--- src/rtl/core/kmcd_pkg.sv ---
// Shared types and constants for the key matrix change detector.
package kmcd_pkg;

    localparam int COL_W     = 3;
    localparam int ROW_W     = 16;
    localparam int ROW_IDX_W = 4;
    localparam int CODE_W    = 7;

    localparam logic [ROW_W-1:0] SNAPSHOT_RESET = 16'hdfff;

    // One column scan that has at least one changed row, handed to the event sequencer.
    typedef struct packed {
        logic [COL_W-1:0] column;
        logic [ROW_W-1:0] sample;
        logic [ROW_W-1:0] changed;
    } scan_job_t;

endpackage

--- src/rtl/core/kmcd_front.sv ---
// Scan intake: enable register, column snapshots and change classification.
module kmcd_front #(
    parameter int NUM_COLUMNS = 8,
    parameter int NUM_ROWS    = 16
) (
    input  logic                         clk,
    input  logic                         rst_n,
    input  logic                         cfg_valid,
    output logic                         cfg_ready,
    input  logic                         scan_enable,
    input  logic                         in_valid,
    output logic                         in_ready,
    input  logic [kmcd_pkg::COL_W-1:0]   column_index,
    input  logic [kmcd_pkg::ROW_W-1:0]   row_lines,
    output logic                         job_valid,
    input  logic                         job_ready,
    output kmcd_pkg::scan_job_t          job
);
    import kmcd_pkg::*;

    localparam int IDX_W = (NUM_COLUMNS > 1) ? $clog2(NUM_COLUMNS) : 1;
    localparam int CMP_W = COL_W + 2;
    localparam logic [ROW_W-1:0] ROW_MASK = ROW_W'((32'd1 << NUM_ROWS) - 32'd1);

    logic             enable_reg;
    logic [ROW_W-1:0] snapshot_reg [NUM_COLUMNS];
    logic [CMP_W-1:0] col_wide;
    logic             in_range;
    logic [IDX_W-1:0] col_idx;
    logic [ROW_W-1:0] stored;
    logic [ROW_W-1:0] changed;
    logic             take;

    assign cfg_ready = 1'b1;
    assign in_ready  = job_ready;

    assign col_wide = CMP_W'(column_index);
    assign in_range = (col_wide < CMP_W'(NUM_COLUMNS));
    assign col_idx  = col_wide[IDX_W-1:0];
    assign stored   = snapshot_reg[col_idx];
    assign changed  = (row_lines ^ stored) & ROW_MASK;
    assign take     = in_valid && in_ready && enable_reg && in_range;

    // Only scans that change something go on to the sequencer.
    assign job_valid      = take && (changed != '0);
    assign job.column     = column_index;
    assign job.sample     = row_lines;
    assign job.changed    = changed;

    always_ff @(posedge clk or negedge rst_n)
    begin
        if (!rst_n)
        begin
            enable_reg <= 1'b0;
        end
        else if (cfg_valid && cfg_ready)
        begin
            enable_reg <= scan_enable;
        end
    end

    always_ff @(posedge clk or negedge rst_n)
    begin
        if (!rst_n)
        begin
            for (int i = 0; i < NUM_COLUMNS; i++)
            begin
                snapshot_reg[i] <= SNAPSHOT_RESET;
            end
        end
        else if (take)
        begin
            snapshot_reg[col_idx] <= row_lines;
        end
    end

endmodule

--- src/rtl/core/kmcd_queue.sv ---
// Two-entry job queue between scan intake and event sequencer.
module kmcd_queue (
    input  logic                clk,
    input  logic                rst_n,
    input  logic                push_valid,
    output logic                push_ready,
    input  kmcd_pkg::scan_job_t push_job,
    output logic                pop_valid,
    input  logic                pop_ready,
    output kmcd_pkg::scan_job_t pop_job
);
    import kmcd_pkg::*;

    scan_job_t   entry_reg [2];
    logic        wr_ptr_reg;
    logic        rd_ptr_reg;
    logic [1:0]  count_reg;
    logic [1:0]  count_next;
    logic        push;
    logic        pop;

    assign push_ready = (count_reg != 2'd2);
    assign pop_valid  = (count_reg != 2'd0);
    assign pop_job    = entry_reg[rd_ptr_reg];
    assign push       = push_valid && push_ready;
    assign pop        = pop_valid && pop_ready;

    always_comb
    begin
        count_next = count_reg;
        if (push && !pop)
        begin
            count_next = count_reg + 2'd1;
        end
        else if (pop && !push)
        begin
            count_next = count_reg - 2'd1;
        end
    end

    always_ff @(posedge clk or negedge rst_n)
    begin
        if (!rst_n)
        begin
            wr_ptr_reg <= 1'b0;
            rd_ptr_reg <= 1'b0;
            count_reg  <= 2'd0;
        end
        else
        begin
            count_reg <= count_next;
            if (push)
            begin
                wr_ptr_reg <= ~wr_ptr_reg;
            end
            if (pop)
            begin
                rd_ptr_reg <= ~rd_ptr_reg;
            end
        end
    end

    always_ff @(posedge clk)
    begin
        if (push)
        begin
            entry_reg[wr_ptr_reg] <= push_job;
        end
    end

    a_count_bound: assert property (@(posedge clk) disable iff (!rst_n)
        count_reg != 2'd3)
        else $error("queue count out of range");

endmodule

--- src/rtl/core/kmcd_back.sv ---
// Event sequencer: walks the changed rows of one scan, one key event per cycle while the receiver accepts them.
module kmcd_back (
    input  logic                         clk,
    input  logic                         rst_n,
    input  logic                         job_valid,
    output logic                         job_ready,
    input  kmcd_pkg::scan_job_t          job,
    output logic                         out_valid,
    input  logic                         out_ready,
    output logic [kmcd_pkg::CODE_W-1:0]  key_code,
    output logic                         pressed,
    output logic                         last_event
);
    import kmcd_pkg::*;

    logic [ROW_W-1:0]     mask_reg;
    logic [ROW_W-1:0]     mask_next;
    logic [COL_W-1:0]     col_reg;
    logic [ROW_W-1:0]     sample_reg;
    logic                 out_valid_reg;
    logic [CODE_W-1:0]    key_code_reg;
    logic                 pressed_reg;
    logic                 last_reg;
    logic [ROW_IDX_W-1:0] low_row;
    logic [ROW_W-1:0]     rest;
    logic                 load;
    logic                 emit;

    assign job_ready = (mask_reg == '0);
    assign load      = job_valid && job_ready;
    assign emit      = (mask_reg != '0) && (!out_valid_reg || out_ready);

    // Lowest pending row goes first.
    always_comb
    begin
        low_row = '0;
        for (int i = ROW_W - 1; i >= 0; i--)
        begin
            if (mask_reg[i])
            begin
                low_row = ROW_IDX_W'(i);
            end
        end
    end

    // Drop the lowest set bit.
    assign rest = mask_reg & (mask_reg - ROW_W'(1));

    always_comb
    begin
        mask_next = mask_reg;
        if (load)
        begin
            mask_next = job.changed;
        end
        else if (emit)
        begin
            mask_next = rest;
        end
    end

    always_ff @(posedge clk or negedge rst_n)
    begin
        if (!rst_n)
        begin
            mask_reg      <= '0;
            out_valid_reg <= 1'b0;
        end
        else
        begin
            mask_reg <= mask_next;
            if (emit)
            begin
                out_valid_reg <= 1'b1;
            end
            else if (out_ready)
            begin
                out_valid_reg <= 1'b0;
            end
        end
    end

    always_ff @(posedge clk)
    begin
        if (load)
        begin
            col_reg    <= job.column;
            sample_reg <= job.sample;
        end
        if (emit)
        begin
            key_code_reg <= {low_row, col_reg};
            pressed_reg  <= ~sample_reg[low_row];
            last_reg     <= (rest == '0);
        end
    end

    assign out_valid  = out_valid_reg;
    assign key_code   = key_code_reg;
    assign pressed    = pressed_reg;
    assign last_event = last_reg;

    a_job_not_empty: assert property (@(posedge clk) disable iff (!rst_n)
        load |=> (mask_reg != '0))
        else $error("sequencer loaded a scan with no changed rows");

    a_one_row_per_event: assert property (@(posedge clk) disable iff (!rst_n)
        emit |=> ($countones(mask_reg) == $countones($past(mask_reg)) - 1))
        else $error("event did not retire exactly one row");

    a_last_marks_end: assert property (@(posedge clk) disable iff (!rst_n)
        emit |=> (out_valid_reg && (last_reg == (mask_reg == '0))))
        else $error("last-event flag disagrees with pending rows");

endmodule

--- src/rtl/core/key_matrix_change_detector_unit.sv ---
// Key matrix change detector: top level joining scan intake, job queue and event sequencer.
//
// Input channel (in_valid/in_ready): one transfer per column scan, carrying the
// driven column and the 16 active-low row lines. Config channel (cfg_valid/
// cfg_ready, always ready) writes scan_enable; write it only while the block is idle.
// Output channel (out_valid/out_ready): one transfer per changed row, in ascending
// row order, with key_code = row*8+column, pressed when the line went low, and
// last_event on the final event of the scan.
// A scan with k changed rows occupies the sequencer for a load of the job from the
// queue, once the previous scan is done, and then one event per changed row.
// With the sequencer idle, a scan passes through the queue entry, the sequencer's
// row mask and the output registers before its first event is valid.
// Scans are taken one per cycle while the two-entry queue has room; disabled,
// out-of-range or unchanged scans never enter the queue, but they too wait while
// it is full.
// A stalled receiver holds the current event and, once the queue fills, in_ready.
// Reset clears scan_enable, empties the queue and sets every column snapshot to
// 0xdfff.
module key_matrix_change_detector_unit #(
    parameter int NUM_COLUMNS = 8,
    parameter int NUM_ROWS    = 16
) (
    input  logic                         clk,
    input  logic                         rst_n,
    input  logic                         cfg_valid,
    output logic                         cfg_ready,
    input  logic                         scan_enable,
    input  logic                         in_valid,
    output logic                         in_ready,
    input  logic [kmcd_pkg::COL_W-1:0]   column_index,
    input  logic [kmcd_pkg::ROW_W-1:0]   row_lines,
    output logic                         out_valid,
    input  logic                         out_ready,
    output logic [kmcd_pkg::CODE_W-1:0]  key_code,
    output logic                         pressed,
    output logic                         last_event
);
    import kmcd_pkg::*;

    logic      push_valid;
    logic      push_ready;
    scan_job_t push_job;
    logic      pop_valid;
    logic      pop_ready;
    scan_job_t pop_job;

    kmcd_front #(
        .NUM_COLUMNS (NUM_COLUMNS),
        .NUM_ROWS    (NUM_ROWS)
    ) u_front (
        .clk          (clk),
        .rst_n        (rst_n),
        .cfg_valid    (cfg_valid),
        .cfg_ready    (cfg_ready),
        .scan_enable  (scan_enable),
        .in_valid     (in_valid),
        .in_ready     (in_ready),
        .column_index (column_index),
        .row_lines    (row_lines),
        .job_valid    (push_valid),
        .job_ready    (push_ready),
        .job          (push_job)
    );

    kmcd_queue u_queue (
        .clk        (clk),
        .rst_n      (rst_n),
        .push_valid (push_valid),
        .push_ready (push_ready),
        .push_job   (push_job),
        .pop_valid  (pop_valid),
        .pop_ready  (pop_ready),
        .pop_job    (pop_job)
    );

    kmcd_back u_back (
        .clk        (clk),
        .rst_n      (rst_n),
        .job_valid  (pop_valid),
        .job_ready  (pop_ready),
        .job        (pop_job),
        .out_valid  (out_valid),
        .out_ready  (out_ready),
        .key_code   (key_code),
        .pressed    (pressed),
        .last_event (last_event)
    );

endmodule
--- config.mk ---
export PLATFORM = sky130hd
export DESIGN_NAME = key_matrix_change_detector_unit
export DESIGN_NICKNAME = d
export VERILOG_FILES = /design/src/rtl/core/kmcd_pkg.sv /design/src/rtl/core/kmcd_front.sv /design/src/rtl/core/kmcd_queue.sv /design/src/rtl/core/kmcd_back.sv /design/src/rtl/core/key_matrix_change_detector_unit.sv
export SDC_FILE = /design/constraint.sdc
export NUM_CORES = 1
export LEC_CHECK = 0
export ABC_AREA = 1
export BUFFER_PORTS_ARGS = -buffer_cell sky130_fd_sc_hd__buf_2
export CORE_MARGIN = 1.5
export CORE_UTILIZATION = 40
export DETAILED_ROUTE_END_ITERATION = 6
export PLACE_DENSITY_LB_ADDON = 0.1
export SYNTH_ARGS = -nofsm -noshare
export SYNTH_HDL_FRONTEND = slang
export SYNTH_SLANG_ARGS = --single-unit
--- constraint.sdc ---
create_clock -name clk -period 3.1 [get_ports clk]
set_input_delay 0.62 -clock clk [delete_from_list [all_inputs] [get_ports clk]]
set_output_delay 0.62 -clock clk [all_outputs]
set_load 0.01 [all_outputs]
==> impl_metrics.csv <==
group,metric,value,unit
die,chipWidth,167,um
pwr,clock_power_share,26.5,%
critical_path,worst_ep_arrival_time,3080,ps
logic_synthesis,synth_top_area_share,29.4,%
clock_network,cts_resized,0,
logic_synthesis,ys_top_cells_by_area,"sky130_fd_sc_hd__dfstp_2, sky130_fd_sc_hd__edfxtp_1, sky130_fd_sc_hd__nand2_1, sky130_fd_sc_hd__dfrtp_1, sky130_fd_sc_hd__o21ai_0",
global_routing,number_of_antenna_violations_at_the_first_check_in_global_routing,0,
critical_path,worstPathBufferInverterCount,5,
layout,sequential_cell_area,0.00685,mm2
routing,vias_per_cell,5.00,
routing,detailedRoute.firstPassIterationCount,7,
global_routing,gr-usage-all-layers,20.3,%
placed_design,hpwl,18.6,mm
sta,finalSetupViolCount,0,
layout,largest_register_ffs,128,
critical_path,crit_path_end_kind,"register",
sta,final.min_clock_period,2680,ps
logic_synthesis,synth_largest_area_cell,"sky130_fd_sc_hd__dfstp_2",
critical_path,classification_of_the_worst_setup_path,"in2reg",
clock_network,max-clock-path-buffers,3,
pwr,cellInternalPower,8.71,mW
critical_path,crit_chain,"buf_2, inv_1, nand3_1, inv_2, o2bb2ai_1, a221oi_2, nand2_1, xor2_1, buf_4, nor2_1, nand2_1, nor2_1, nand2_1, nand2_2, inv_1, ha_1, a21oi_1, o21ai_0, xor2_1",
sta,skew,12.5,ps
logic_synthesis,share_of_synthesized_area_occupied_by_flip_flops_and_latches,63.8,%
sta,fin_hold_ws,132,ps
routing,postRouteAntennaNets,0,
flow_run,cap_viol_max_count,0,
pwr,power.leakage,5.45,nW
layout,area_growth_syn_to_layout,18.8,%
sta,worst-slew-pin-transition,655,ps
logic_synthesis,fraction_of_synthesis_flops_using_an_asynchronous_set_or_reset_pin,60.5,%
clock_network,cts_max_level,1,
pwr,power_switching,4.37,mW
logic_synthesis,synth_fp_nets,1092,
logic_synthesis,synthesis.yosys.warnings,0,
layout,antenna_cells,0,
clock_network,cts_hold_buf,0,
layout,fraction_of_final_layout_cells_with_drive_strength_greater_than_1,26.2,%
sta,post-route-period-util,86.4,%
layout,n_fill_cell,2436,
pwr,vdd.ir_drop.worst,0.502,mV
sta,post-route-worst-setup-slack,420,ps
clock_network,setup_fix_buffers_added_after_clock_tree_synthesis,0,
layout,finish.cell_count_without_fillers,1515,
placed_design,place_congestion,0.847,
clock_network,cts.clk_slew.worst_paths,60,ps
routing,vias,7582,
run_status,failing_checks,"DRC",
clock_network,cts_buffers,27,
critical_path,worst_r2r_startpoint,"u_front.snapshot_reg[118]",
global_routing,global_route_wire_length_before_repair,43.9,mm
clock_network,clock-root-buffer,"sky130_fd_sc_hd__clkbuf_16",
placed_design,placed_cells,1465,
die,die-area,0.0278,mm2
layout,mostFrequentLayoutCell,"sky130_fd_sc_hd__nand2_1",
layout,most-common-layout-cells,"sky130_fd_sc_hd__nand2_1, sky130_fd_sc_hd__o21ai_0, sky130_fd_sc_hd__dfstp_2",
routing,drt-initial-drc-count,521,
layout,post-route-util,48.7,%
logic_synthesis,count_of_unique_library_cells_instantiated_by_yosys,45,
critical_path,cpMaxStageDelayCell,"sky130_fd_sc_hd__ha_1",
sta,grt_setup_unrepaired,"no",
critical_path,critPathLaunchType,"input port",
die,coreArea,0.0262,mm2
min_path,holdCritPathClass,"in2async",
clock_network,tritoncts_clock_tree,"done",
routing,drt_wl_cell,17.9,um
pwr,p_per_area,1030,mW/mm2
die,floorplan.io_pins,37,
run_status,outcome,"finished, violations left",
routing,drc_errors,6,
critical_path,max_fo_critical_path,15,
die,floorplan.initialDensity,41.0,%
critical_path,cp.required,3500,ps
logic_synthesis,synth.cell_area,0.0107,mm2
logic_synthesis,synthesis.instances,1066,
critical_path,r2r-end,"u_queue.count_reg[1]",
sta,relSlewSlack,56.3,%
pwr,p_comb_share,29.3,%
critical_path,worst_r2r_path_depth,15,
logic_synthesis,synth_seq_cells,248,
critical_path,critical-path-top-cell-by-count,"sky130_fd_sc_hd__nand2_1",
routing,postRouteWirelength,27.1,mm
pwr,pwr-share-seq,44.2,%
critical_path,worst_path_dominant_cell_family,"simple AND/OR/NAND/NOR gates",
layout,nets,1185,
logic_synthesis,avgSynthCellArea,10.1,um2
layout,multi_input_area,0.00330,mm2
global_routing,pin_count_of_the_biggest_net_entering_global_routing,67,
logic_synthesis,synth_top_flop_cell,"sky130_fd_sc_hd__dfstp_2",
critical_path,timing.reg2reg.setup_slack,590,ps
placed_design,port_buffers,35,
critical_path,cpPeakStageDelay,300,ps
die,dieHeight,167,um
placed_design,post-place-ws,-149,ps
pwr,power.share.switching,33.4,%
pwr,total_power,13.1,mW
sta,final-hold-violation-count,0,
logic_synthesis,synth-edff-count,98,
clock_network,worst_skew_pair.late_latency,540,ps
sta,drv_slew,0,
die,placement_rows,59,
clock_network,cts_sinks,248,
global_routing,grt_pass1_vias,7665,
sta,fmaxAchievable,0.373,GHz
global_routing,gr-total-overflow,0,
## cell type report
cell class | instances | area share [%]
flip-flops and latches | 248 | 53.7
multi-input cells | 674 | 25.9
repair buffers | 107 | 6.54
clock buffers | 31 | 5.57
well taps | 335 | 3.29
inverters | 101 | 2.99
clock inverters | 19 | 2.06
## Yosys cell counts (2+ instances only)
cell and n:
sky130_fd_sc_hd__nor2_2 3, sky130_fd_sc_hd__nand3_1 27, sky130_fd_sc_hd__dfstp_2 120, sky130_fd_sc_hd__inv_1 87
sky130_fd_sc_hd__dfrtp_1 30, sky130_fd_sc_hd__edfxtp_1 98, sky130_fd_sc_hd__a22o_1 2, sky130_fd_sc_hd__o2bb2ai_1 8
sky130_fd_sc_hd__a22oi_1 13, sky130_fd_sc_hd__and3_1 5, sky130_fd_sc_hd__nand3_2 2, sky130_fd_sc_hd__a21oi_1 11
sky130_fd_sc_hd__nor2_1 51, sky130_fd_sc_hd__a221oi_1 9, sky130_fd_sc_hd__clkbuf_1 29, sky130_fd_sc_hd__nand3b_1 3
sky130_fd_sc_hd__o311ai_1 9, sky130_fd_sc_hd__buf_1 3, sky130_fd_sc_hd__xor2_1 17, sky130_fd_sc_hd__a221oi_2 9
sky130_fd_sc_hd__nand2_1 331, sky130_fd_sc_hd__nand2_2 4, sky130_fd_sc_hd__buf_4 2, sky130_fd_sc_hd__nor3_1 4
sky130_fd_sc_hd__o21ai_0 144, sky130_fd_sc_hd__buf_2 3, sky130_fd_sc_hd__inv_2 12, sky130_fd_sc_hd__nand4_1 8
sky130_fd_sc_hd__buf_6 6
## power groups by stage
stage,registers [mW],logic [mW],clock network (mW)
finish,5.78,3.83,3.47
global route,5.90,4.47,3.68
CTS,5.77,3.91,3.55
detailed placement,5.81,3.90,0
global placement,5.81,3.86,0
floorplan,5.65,2.65,0
## kinds of logic (layout without fill, tap and decap cells)
group                    Yosys count  count (layout)  synth area share, %
AND/OR/NAND/NOR                  441             441                 16.6
flip-flops                       248             248                 63.8
AO/OA/AOI/OAI                    212             212                 12.3
buffers and inverters            144             258                 5.58
XOR/XNOR                          18              18                 1.47
adder cells (fa/ha/maj)            1               1                0.116
other                              1               1               0.0349
multiplexers                       1               1               0.0932
## how the worst max path moves through the flow
stage | from | slack [ps] | end | cells after the start
after CTS | column_index[2] | 420 | u_queue.count_reg[1] | 19
after floorplan | column_index[2] | 210 | u_queue.entry_reg[0][0] | 14
after global routing | column_index[2] | 160 | u_queue.count_reg[1] | 18
final | column_index[2] | 420 | u_queue.count_reg[1] | 19
after detailed placement | column_index[2] | -150 | u_queue.count_reg[1] | 19
after global placement | column_index[2] | -140 | u_queue.count_reg[1] | 19
## layer usage
metal / up-vias / GRT usage (%) / wire length, um
met4: 0 / 5.22 / 624
met3: 39 / 2.66 / 952
met5: - / 0 / 0
li1: 3738 / - / -
met2: 131 / 33.9 / 12900
met1: 3674 / 28.0 / 12600
## stage by stage
| step | setup TNS, ps | instance area, um2 |
|---|---|---|
| 4_1_cts | 0 | 12800 |
| 2_1_floorplan | 0 | 10700 |
| 6_report | 0 | 12800 |
| 3_5_place_dp | -1160 | 11800 |
| 3_3_place_gp | -1970 | 11800 |
| 5_1_grt | 0 | 12800 |
Note: power is estimated with default switching activity, not from simulation.
